File: src/rtl/lfu_pkg.sv
// ----------------------------------------------------------------------------
// lfu_pkg
// shared types and constants of the lfu cache with lru tie-break
// ----------------------------------------------------------------------------
package lfu_pkg;

  localparam logic [31:0] SAT32     = 32'hFFFF_FFFF;
  localparam logic [31:0] NOT_FOUND = 32'hFFFF_FFFF;
  localparam logic        REQ_GET   = 1'b0;
  localparam logic        REQ_PUT   = 1'b1;

  typedef struct packed {
    logic        req_type;
    logic [31:0] lookup_key;
    logic [31:0] write_value;
  } req_t;

  typedef struct packed {
    logic        found;
    logic [31:0] read_value;
    logic        evicted;
    logic [31:0] evicted_key;
  } rsp_t;

  // candidate carried along the chain during the victim sweep
  typedef struct packed {
    logic        valid;
    logic [31:0] count;
    logic [31:0] stamp;
    logic [31:0] key;
  } cand_t;

  // command from the controller to every cell
  typedef struct packed {
    logic        wr_hit;    // update hit entry
    logic        wr_new;    // write new entry at target cell
    logic        set_value; // hit on put: overwrite value
    logic [31:0] key;
    logic [31:0] value;
    logic [31:0] clock;     // advanced clock value
  } cmd_t;

  typedef enum logic [1:0] {
    ST_IDLE,
    ST_SWEEP,
    ST_WRITE,
    ST_DONE
  } state_e;

  function automatic logic [31:0] sat_inc(input logic [31:0] v);
    return (v == SAT32) ? v : v + 32'd1;
  endfunction

  // true when a should be evicted before b
  function automatic logic evicts_before(input cand_t a, input cand_t b);
    if (!b.valid) return a.valid;
    if (!a.valid) return 1'b0;
    if (a.count != b.count) return a.count < b.count;
    if (a.stamp != b.stamp) return a.stamp < b.stamp;
    return $signed(a.key) < $signed(b.key);
  endfunction

endpackage

File: src/rtl/lfu_cell.sv
// ----------------------------------------------------------------------------
// lfu_cell
// one cache entry: matches the key and passes the running victim on
// ----------------------------------------------------------------------------
module lfu_cell import lfu_pkg::*; (
  input  logic        clk_i,
  input  logic        rst_ni,
  input  logic [31:0] key_i,
  input  cand_t       cand_i,
  output cand_t       cand_o,
  input  cmd_t        cmd_i,
  input  logic        hit_sel_i,
  input  logic        new_sel_i,
  output logic        valid_o,
  output logic        match_o,
  output logic [31:0] key_o,
  output logic [31:0] value_o
);

  logic        valid_q;
  logic [31:0] key_q, value_q, count_q, stamp_q;
  cand_t       mine;

  assign valid_o = valid_q;
  assign key_o   = key_q;
  assign value_o = value_q;
  assign match_o = valid_q && (key_q == key_i);

  always_comb begin
    mine.valid = valid_q;
    mine.count = count_q;
    mine.stamp = stamp_q;
    mine.key   = key_q;
  end

  // registered hand-off to the neighbour
  always_ff @(posedge clk_i or negedge rst_ni) begin
    if (!rst_ni) begin
      cand_o <= '0;
    end else begin
      cand_o <= evicts_before(mine, cand_i) ? mine : cand_i;
    end
  end

  always_ff @(posedge clk_i or negedge rst_ni) begin
    if (!rst_ni) begin
      valid_q <= 1'b0;
    end else if (cmd_i.wr_new && new_sel_i) begin
      valid_q <= 1'b1;
    end
  end

  always_ff @(posedge clk_i) begin
    if (cmd_i.wr_new && new_sel_i) begin
      key_q   <= cmd_i.key;
      value_q <= cmd_i.value;
      count_q <= 32'd1;
      stamp_q <= cmd_i.clock;
    end else if (cmd_i.wr_hit && hit_sel_i) begin
      if (cmd_i.set_value) value_q <= cmd_i.value;
      count_q <= sat_inc(count_q);
      stamp_q <= cmd_i.clock;
    end
  end

endmodule

File: config.mk
export PLATFORM = sky130hd
export DESIGN_NAME = lfu_cell
export DESIGN_NICKNAME = d
export VERILOG_FILES = /design/src/rtl/lfu_pkg.sv /design/src/rtl/lfu_cell.sv
export SDC_FILE = /design/constraint.sdc
export NUM_CORES = 1
export LEC_CHECK = 0
export BUFFER_PORTS_ARGS = -buffer_cell sky130_fd_sc_hd__buf_2
export CAP_MARGIN = 10
export CORE_AREA = 8 8 199 201
export CTS_CLUSTER_DIAMETER = 200
export DETAILED_ROUTE_END_ITERATION = 6
export DIE_AREA = 0 0 207 209
export PLACE_DENSITY = 0.67
export SYNTH_ARGS = -nofsm -noshare
export SYNTH_HDL_FRONTEND = slang
export SYNTH_SLANG_ARGS = --single-unit
File: constraint.sdc
create_clock -name clk_i -period 3.95 [get_ports clk_i]
set_clock_uncertainty 0.15 [all_clocks]
set_input_delay 0.5925 -clock clk_i [delete_from_list [all_inputs] [get_ports clk_i]]
set_output_delay 0.5925 -clock clk_i [all_outputs]
set_load 0.02 [all_outputs]
Word-level counts from Yosys, hierarchy flattened
Index checks and enable logic that the tools add are counted.

word-level totals
  flip-flop bits (word level) = 226
  input port bits = 232
  output and inout port bits = 163
  word-level logic and storage cells = 48

cells by class
  $add $sub $neg = 1
  order comparisons = 3
  eq/ne operators = 4
  mux-type cells = 23
  bitwise logic cells = 1
  reductions and logical operators = 7

operator list
  cell                                            count
  2-to-1 mux 32 bit                               5
  2-to-1 mux 97 bit                               1
  less-than comparator 32 bit                     3
  inequality test 32 bit                          2
  adder 32 x 1 -> 32 bit (second input constant)  1
  equality test 32 bit                            1
  equality test 32 bit (second input constant)    1
  2-to-1 mux 1 bit                                17
  AND reduction 2 bit                             2
  nonzero test 2 bit                              2
  logical AND 1 bit                               3
  inverter 1 bit                                  1

Depth between registers and ports, before layout
Gate-level depths: netlist (run 1).

  depth after elaboration = 12
  gate-level depth with buffers = 13
  gate-level depth less buffers = 9

Worst setup path before layout (run 1)
No wires, ideal clock.

  path type = input to register
  start = input cand_i[87] (netlist bit)
  end = register cand_o[56] (netlist bit)
  setup time = 0.141 ns
  data arrival time = 2.744 ns
  slack = 0.914 ns
  stages = 11
  path buffers = 2
  path through = inv_1 > ha_1 > a2111oi_2 > o21ai_0 > o32a_1 > or3_1 > o21ai_2 > o211a_1 > buf_4 > buf_4 > o311ai_2

between the ends
  cells in the longest elaborated chain, start to end = 8
  elaborated cells on any way between the ends = 12
  classes of those cells = order compare (1); eq/ne (1); mux (10)

RTL lines
  item                                                                   line                          text
  from (decl)                                                            lfu_cell.sv:9                 input cand_t cand_i,
  less-than comparator 32 bit or inequality test 32 bit (tied branches)  lfu_pkg.sv:58                 if (a.count != b.count) return a.count < b.count;
  2-to-1 mux 1 bit                                                       lfu_pkg.sv:58
  2-to-1 mux 1 bit (on tied branches)                                    lfu_pkg.sv:59, lfu_pkg.sv:58
  2-to-1 mux 1 bit (on tied branches)                                    lfu_pkg.sv:60, lfu_pkg.sv:57
  2-to-1 mux 1 bit (*)                                                   lfu_pkg.sv:59                 if (a.stamp != b.stamp) return a.stamp < b.stamp;
  2-to-1 mux 1 bit (*)                                                   lfu_pkg.sv:58
  2-to-1 mux 1 bit (*)                                                   lfu_pkg.sv:57                 if (!a.valid) return 1'b0;
  2-to-1 mux 97 bit (*)                                                  lfu_cell.sv:41                cand_o <= evicts_before(mine, cand_i) ? mine : cand_i;
  to (signal assigned)                                                   lfu_cell.sv:41
  to (decl)                                                              lfu_cell.sv:10                output cand_t cand_o,

Mark *: on every way between the ends. The rest lies on a longest branch, timed or not. The select of a mux whose other input is x is not followed.
A chain may end at the register's enable or synchronous reset.

Worst setup path in the final report (run 1)
  start = register key_q[0] (netlist: key_o[0])
  end = output match_o

between the ends
  cells in the longest elaborated chain, start to end = 2

RTL lines
  item                    line            text
  from (decl)             lfu_cell.sv:21  logic [31:0] key_q, value_q, count_q, stamp_q;
  from (signal assigned)  lfu_cell.sv:55  key_q <= cmd_i.key;
  equality test 32 bit    lfu_cell.sv:27  assign match_o = valid_q && (key_q == key_i);
  logical AND 1 bit       lfu_cell.sv:27
  to (decl)               lfu_cell.sv:15  output logic match_o,

Every way passes these cells.

==> results.py, run 1 <==
metrics = {
    "floorplan": {
        "rows": 70,
        "pin_count": 395,
        "die_area_um2": 43300,
        "die_x_um": 207,
        "core_um2": 36300,
        "die_h_um": 209,
        "start_util_pct": 34.6,
    },
    "logic_synthesis": {
        "yosysWarnings": 0,
        "synthSimpleGateAreaFrac_pct": 11.1,
        "synthAdderAreaFrac_pct": 9.59,
        "ys_async_sr_fraction_pct": 43.4,
        "synth_nets": 1458,
        "netlist_area_um2": 12500,
        "synth_edf_count": 96,
        "synth_top_family_by_area": "compound AO/OA/AOI/OAI gates",
        "synth_top_flop_cell": "dfrtp_1",
        "syn_inst": 1130,
        "synth_xor_area_share_pct": 4.19,
        "ys_ff_latch": 226,
        "yosysSeqAreaShare_pct": 47.7,
        "ys_types": 58,
        "synth.avg_cell_area_um2": 11.1,
        "synth-compound-area-share_pct": 20.6,
        "synth_mux_area_share_pct": 0.0799,
    },
    "worst_setup_path": {
        "critPathCaptureType": "output port",
        "crit_type": "flop to output port",
        "critPathLaunchType": "flop",
        "crit_chain": "xnor2_1 > nand4_1 > nor4_1 > nand4_1 > nor4_1 > buf_2",
        "crit_arrival_ns": 2.80,
        "crit_buf_inv": 1,
        "path_delay_family": "simple AND/OR/NAND/NOR gates",
        "crit_path_max_incr_delay_ns": 0.52,
        "required_ns": 3.21,
        "crit_fanout": 5,
        "cp_slowest_cell": "edfxtp_1",
    },
    "power_and_ir_drop": {
        "ir_worst_vdd_mv": 0.239,
        "powerDensity_nw_per_um2": 391,
        "leakagePower_nw": 7.09,
    },
    "routing": {
        "finalWirelength_um": 46300,
        "post-route-drc-count": 0,
        "ant_nets": 0,
        "vias_per_cell": 5.62,
        "first_pass_iters": 5,
        "drtIter0Drc": 794,
        "vias": 11136,
        "wl_per_cell_um": 23.4,
    },
    "clock_network": {
        "cts.sinks": 226,
        "clk_path_buf_depth": 3,
        "clock_latency_ns": 0.55,
        "htreeDepth": 1,
        "cts_tree": "done",
        "numCtsBuffers": 28,
        "root_buffer": "clkbuf_16",
        "clk_pin_slew_ns": 0.06,
    },
    "placement": {
        "place_congestion": 0.869,
        "portBuffers": 394,
        "place_ws_ns": 0.262,
        "dpl.hpwl_um": 33700,
    },
    "grt": {
        "overflow": 0,
        "grt_pass1_vias": 11614,
        "grt_busiest_layer": "met2",
        "use_met1_pct": 25.9,
        "grt_first_pass_wirelength_um": 71300,
        "grt_util_all_layers_pct": 20.5,
        "grt_max_degree": 101,
        "met2_usage_pct": 36.1,
        "gr-usage-met3_pct": 4.00,
        "antenna_found_initial": 2,
    },
    "timing": {
        "hold_viol": 0,
        "finalSetupViolations": 0,
        "worst_pin_slew_ns": 0.793,
        "rsz0062_at_grt": "false",
        "min_period_over_period_pct": 89.7,
        "fin_crit_ns": 3.54,
        "fin_ws_ns": 0.409,
        "fmax_mhz": 282,
        "timing.setup.tns_ns": 0,
        "slew-limit-headroom_pct": 46.7,
        "slew_violations": 0,
    },
    "finish": {
        "final_nets": 1818,
        "drive_above_1_share_pct": 33.7,
        "nFillCells": 3450,
        "area_growth_pct": 26.9,
        "layout_common_cells": "buf_2 (393), nand3_1 (113), inv_1 (106)",
        "final_common_cell": "buf_2",
    },
    "hold_path": {
        "hp-class": "primary input to flop",
    },
    "flow_run": {
        "drv_cap": 0,
    },
    "outcome": {
        "status": "finished, final reports clean",
    },
}
==> synth_stat cells, types with 6 or more instances <==
| master | n | share of area, % |
|---|---|---|
| ha_1 | 96 | 9.6 |
| nand3_1 | 113 | 4.5 |
| clkbuf_1 | 67 | 2.0 |
| and4_1 | 7 | 0.49 |
| buf_4 | 6 | 0.36 |
| o21ai_0 | 18 | 0.72 |
| o2111ai_1 | 96 | 6.7 |
| buf_6 | 11 | 0.99 |
| nand4_1 | 37 | 1.8 |
| a21oi_1 | 29 | 1.2 |
| nand2_1 | 27 | 0.81 |
| and3_1 | 6 | 0.30 |
| dfxtp_1 | 32 | 5.1 |
| edfxtp_1 | 96 | 23 |
| dfrtp_1 | 98 | 20 |
| o311ai_0 | 57 | 4.0 |
| xnor2_1 | 41 | 2.9 |
| xor2_1 | 19 | 1.3 |
| nor4_1 | 8 | 0.40 |
| o311ai_2 | 40 | 5.2 |
| a211oi_1 | 10 | 0.60 |
| inv_1 | 107 | 3.2 |
| nor2_1 | 42 | 1.3 |
| a21o_1 | 7 | 0.42 |
==> final timing paths <==
path / startpoint / end / slack (ns) / cells past startpoint
max in group asynchronous: rst_ni / cand_o[83] / 2.66 / 3
min in group asynchronous: rst_ni / cand_o[44] / 0.52 / 3
worst max-delay path: key_o[0] / match_o / 0.41 / 6
worst min register to register: count_q[29] / count_q[29] / 0.42 / 2
worst min-delay path: cmd_i[2] / stamp_q[2] / 0.07 / 1
worst max register to register: key_o[29] / cand_o[43] / 0.57 / 9
==> layer usage <==
layer  vias to the layer above  wire length (µm)
met5                         -                10
met3                        50              3060
met4                         2               726
met2                       452             23300
met1                      5499             19300
li1                       5133                 -
==> per-stage QoR <==
stage / power (mW) / instances / utilization, % / hold slack (ns) / cell area, µm²
2_1_floorplan: 3.30 / 1130 / - / 0.147 / 12500
3_3_place_gp: 3.76 / 1927 / 41.4 / 0.391 / 15000
3_5_place_dp: 3.79 / 1927 / 41.4 / 0.411 / 15000
4_1_cts: 6.29 / 1980 / 43.8 / 0.0343 / 15900
5_1_grt: 6.48 / 1981 / 43.9 / 0.0426 / 15900
6_report: 6.22 / 1981 / 43.9 / 0.0654 / 15900
==> layout make-up <==
cell class / count / area [µm²] / area share, %
diodes: 1 / 2.50 / 0.0157
clock buffers: 41 / 801 / 5.04
clock inverters: 11 / 83.8 / 0.527
inverters: 107 / 402 / 2.53
multi-input cells: 708 / 5760 / 36.2
flip-flops and latches: 226 / 5980 / 37.6
well taps: 468 / 586 / 3.68
repair buffers: 419 / 2290 / 14.4
==> sequential cells by signal (all words and copies together), names as in the netlist <==
name     cells
key_o       32
cand_o      97
valid_o      1
value_o     32
stamp_q     32
count_q     32
==> where the power goes <==
group | total, mW | switching, mW | internal, mW
Sequential | 2.75 | 0.126 | 2.63
Clock | 2.49 | 1.02 | 1.47
Combinational | 0.981 | 0.618 | 0.363
Total | 6.22 | 1.76 | 4.46
==> timing repair <==
| action | in CTS | in global routing |
|---|---|---|
| buffers inserted | 0 | 0 |
| endpoints found under the hold margin | 46 | 0 |
| hold buffers | 1 | 0 |
| gates resized for setup | 0 | 0 |
==> kinds of logic (layout without fill, tap and decap cells) <==
group,count (synthesis),in the layout
XOR/XNOR,60,60
multiplexers,1,1
flip-flops,226,226
other,0,1
adder cells (fa/ha/maj),96,96
buffers and inverters,196,578
AO/OA/AOI/OAI,284,284
AND/OR/NAND/NOR,267,267
Note: power is estimated with default switching activity, not from simulation.
==> inputs of run 2 (changes only) <==
--- a/config.mk
+++ b/config.mk
@@ -7,11 +7,11 @@
 export LEC_CHECK = 0
 export BUFFER_PORTS_ARGS = -buffer_cell sky130_fd_sc_hd__buf_2
 export CAP_MARGIN = 10
-export CORE_AREA = 8 8 199 201
+export CORE_AREA = 2 2 193 195
 export CTS_CLUSTER_DIAMETER = 200
+export CTS_CLUSTER_SIZE = 14
 export DETAILED_ROUTE_END_ITERATION = 6
-export DIE_AREA = 0 0 207 209
-export PLACE_DENSITY = 0.67
+export DIE_AREA = 0 0 195 197
 export SYNTH_ARGS = -nofsm -noshare
 export SYNTH_HDL_FRONTEND = slang
 export SYNTH_SLANG_ARGS = --single-unit
==> run 2 against run 1 <==
The run now ends with hold timing left. Final area decreased by 1.7%. Worst setup slack improved by 0.029 ns. Sequential share of layout area up 0.65 points. Worst hold slack got worse by 0.090 ns. Count of clock-buffer cells in the layout is 6 lower. Combinational power is 0.4% lower. First-iteration DRC count fell by 25%. Routed wire length shrank 6.1%. Global-route usage grew 1.5 points. Maximum frequency up 0.84%. Largest cell class unchanged. Largest power group unchanged.
==> results.py, run 2 (synthesis gave the netlist of run 1 again) <==
metrics = {
    "grt": {
        "grt_first_pass_wirelength_um": 66000,
        "grt_pass1_vias": 10846,
        "antenna_found_initial": 1,
        "grt_util_all_layers_pct": 22.1,
        "overflow": 0,
        "grt_max_degree": 129,
    },
    "power_and_ir_drop": {
        "switchingPower_mw": 1.66,
        "pwr-share-comb_pct": 17.3,
        "seq_power_share_pct": 48.6,
        "power.internal_mw": 3.98,
        "pwr-share-clk_pct": 34.1,
        "ir_worst_vdd_mv": 0.265,
        "sw_frac_of_total_pct": 29.4,
        "powerDensity_nw_per_um2": 361,
        "leakagePower_nw": 6.94,
    },
    "clock_network": {
        "numCtsBuffers": 20,
        "root_buffer": "clkbuf_16",
        "cts_tree": "done",
        "cts_repair_resize_count": 0,
        "cts_setup_buffers": 0,
        "clk_path_buf_depth": 3,
        "cts_hold_buf": 0,
        "clock_latency_ns": 0.52,
        "cts.sinks": 226,
        "clk_pin_slew_ns": 0.07,
        "htreeDepth": 1,
    },
    "outcome": {
        "violations": "hold timing",
        "status": "finished, violations left",
    },
    "routing": {
        "wl_per_cell_um": 22.1,
        "top_layer_used": "met4",
        "wl_met3_um": 2630,
        "finalWirelength_um": 43500,
        "post-route-drc-count": 0,
        "drtIter0Drc": 595,
        "wl_met1_um": 18400,
        "ant_nets": 0,
        "vias": 10963,
        "first_pass_iters": 5,
        "vias_per_cell": 5.58,
        "wl_met2_um": 21600,
    },
    "floorplan": {
        "pin_count": 395,
        "die_area_um2": 38400,
        "die_h_um": 197,
        "rows": 70,
        "die_x_um": 195,
        "core_um2": 36300,
        "start_util_pct": 34.6,
    },
    "worst_setup_path": {
        "ff2ff_path_depth": 9,
        "crit_path_max_incr_delay_ns": 0.56,
        "required_ns": 3.21,
        "r2r_end": "cand_o[39]",
        "crit_type": "flop to output port",
        "rrSetupSlack_ns": 0.59,
        "critPathCaptureType": "output port",
        "critPathLaunchType": "flop",
        "cp-startpoint": "key_o[0]",
        "reg2reg_from": "count_q[23]",
        "crit_chain": "xnor2_1 > nand4_1 > nor4_1 > nand4_1 > nor4_1 > buf_2",
        "crit_fanout": 5,
        "crit_arrival_ns": 2.77,
        "cp_slowest_cell": "edfxtp_1",
    },
    "flow_run": {
        "drv_cap": 0,
    },
    "finish": {
        "final_area_um2": 15600,
        "drive_above_1_share_pct": 33.0,
        "nFillCells": 3523,
        "final_nets": 1810,
        "final_common_cell": "buf_2",
        "final-instance-count-excl-fill": 1964,
        "layout_common_cells": "buf_2 (393), nand3_1 (113), inv_1 (106)",
        "num_antenna_cells": 0,
        "largest_reg_flops": 97,
        "top_register": "cand_o",
        "area_growth_pct": 24.7,
    },
    "placement": {
        "placed_cells": 1928,
        "portBuffers": 394,
        "place_congestion": 0.840,
        "dpl.hpwl_um": 30900,
        "dpl_cell_area_um2": 15000,
        "place_ws_ns": 0.367,
    },
    "timing": {
        "fin_crit_ns": 3.51,
        "timing.setup.tns_ns": 0,
        "finalSetupViolations": 0,
        "timing.hold.ws_ns": -0.0242,
        "fmax_mhz": 285,
        "slew_violations": 0,
        "min_period_over_period_pct": 88.9,
        "rsz0062_at_grt": "false",
        "slew-limit-headroom_pct": 43.5,
        "hold_viol": 6,
        "worst_pin_slew_ns": 0.839,
        "fin_ws_ns": 0.438,
    },
    "hold_path": {
        "hp-class": "primary input to async pin",
    },
}
[run 2: through the flow]
stage                     power [mW]  utilization [%]  hold WS [ns]
after global placement          3.75             41.5         0.397
after floorplan                 3.30                -         0.147
after detailed placement        3.77             41.5         0.403
after CTS                       5.71             43.1       0.00265
final                           5.64             43.1       -0.0242
after global routing            5.90             43.1        0.0127
[run 2: worst max-delay path by stage]
stage,end,cells after the start
2_1_floorplan,cand_o[56],11
5_1_grt,match_o,6
3_5_place_dp,cand_o[18],11
3_3_place_gp,cand_o[24],11
6_report,match_o,6
4_1_cts,match_o,6
[run 2: final cells by class]
class | instances | area, µm² | share of cell area [%]
multi-input combinational | 708 | 5760 | 36.9
inverter | 107 | 402 | 2.57
sequential | 226 | 5980 | 38.2
tap | 468 | 586 | 3.75
clock inverter | 1 | 16.3 | 0.104
timing repair buffer | 419 | 2310 | 14.8
clock buffer | 35 | 578 | 3.70
[run 2: metal layers]
layer  track usage (%)  vias up
li1                  -     5103
met1              29.0     5363
met2              38.2      442
met3              3.32       55
met4              5.34        0
met5                 0        -
[run 2: power groups by stage]
stage	Clock (mW)	Combinational, mW	Sequential (mW)
finish	1.92	0.977	2.74
global route	2.07	1.07	2.76
CTS	1.98	0.988	2.74
detailed placement	0	0.983	2.79
global placement	0	0.961	2.79
floorplan	0	0.392	2.91
[run 2: worst max-delay path: cells and delay by family (launching register included)]
kind,cells,cell delay (ns)
xor gates and xnor gates,1,0.37
buffers and inverters,1,0.27
DFF,1,0.56
and+or+nand+nor,4,1.04
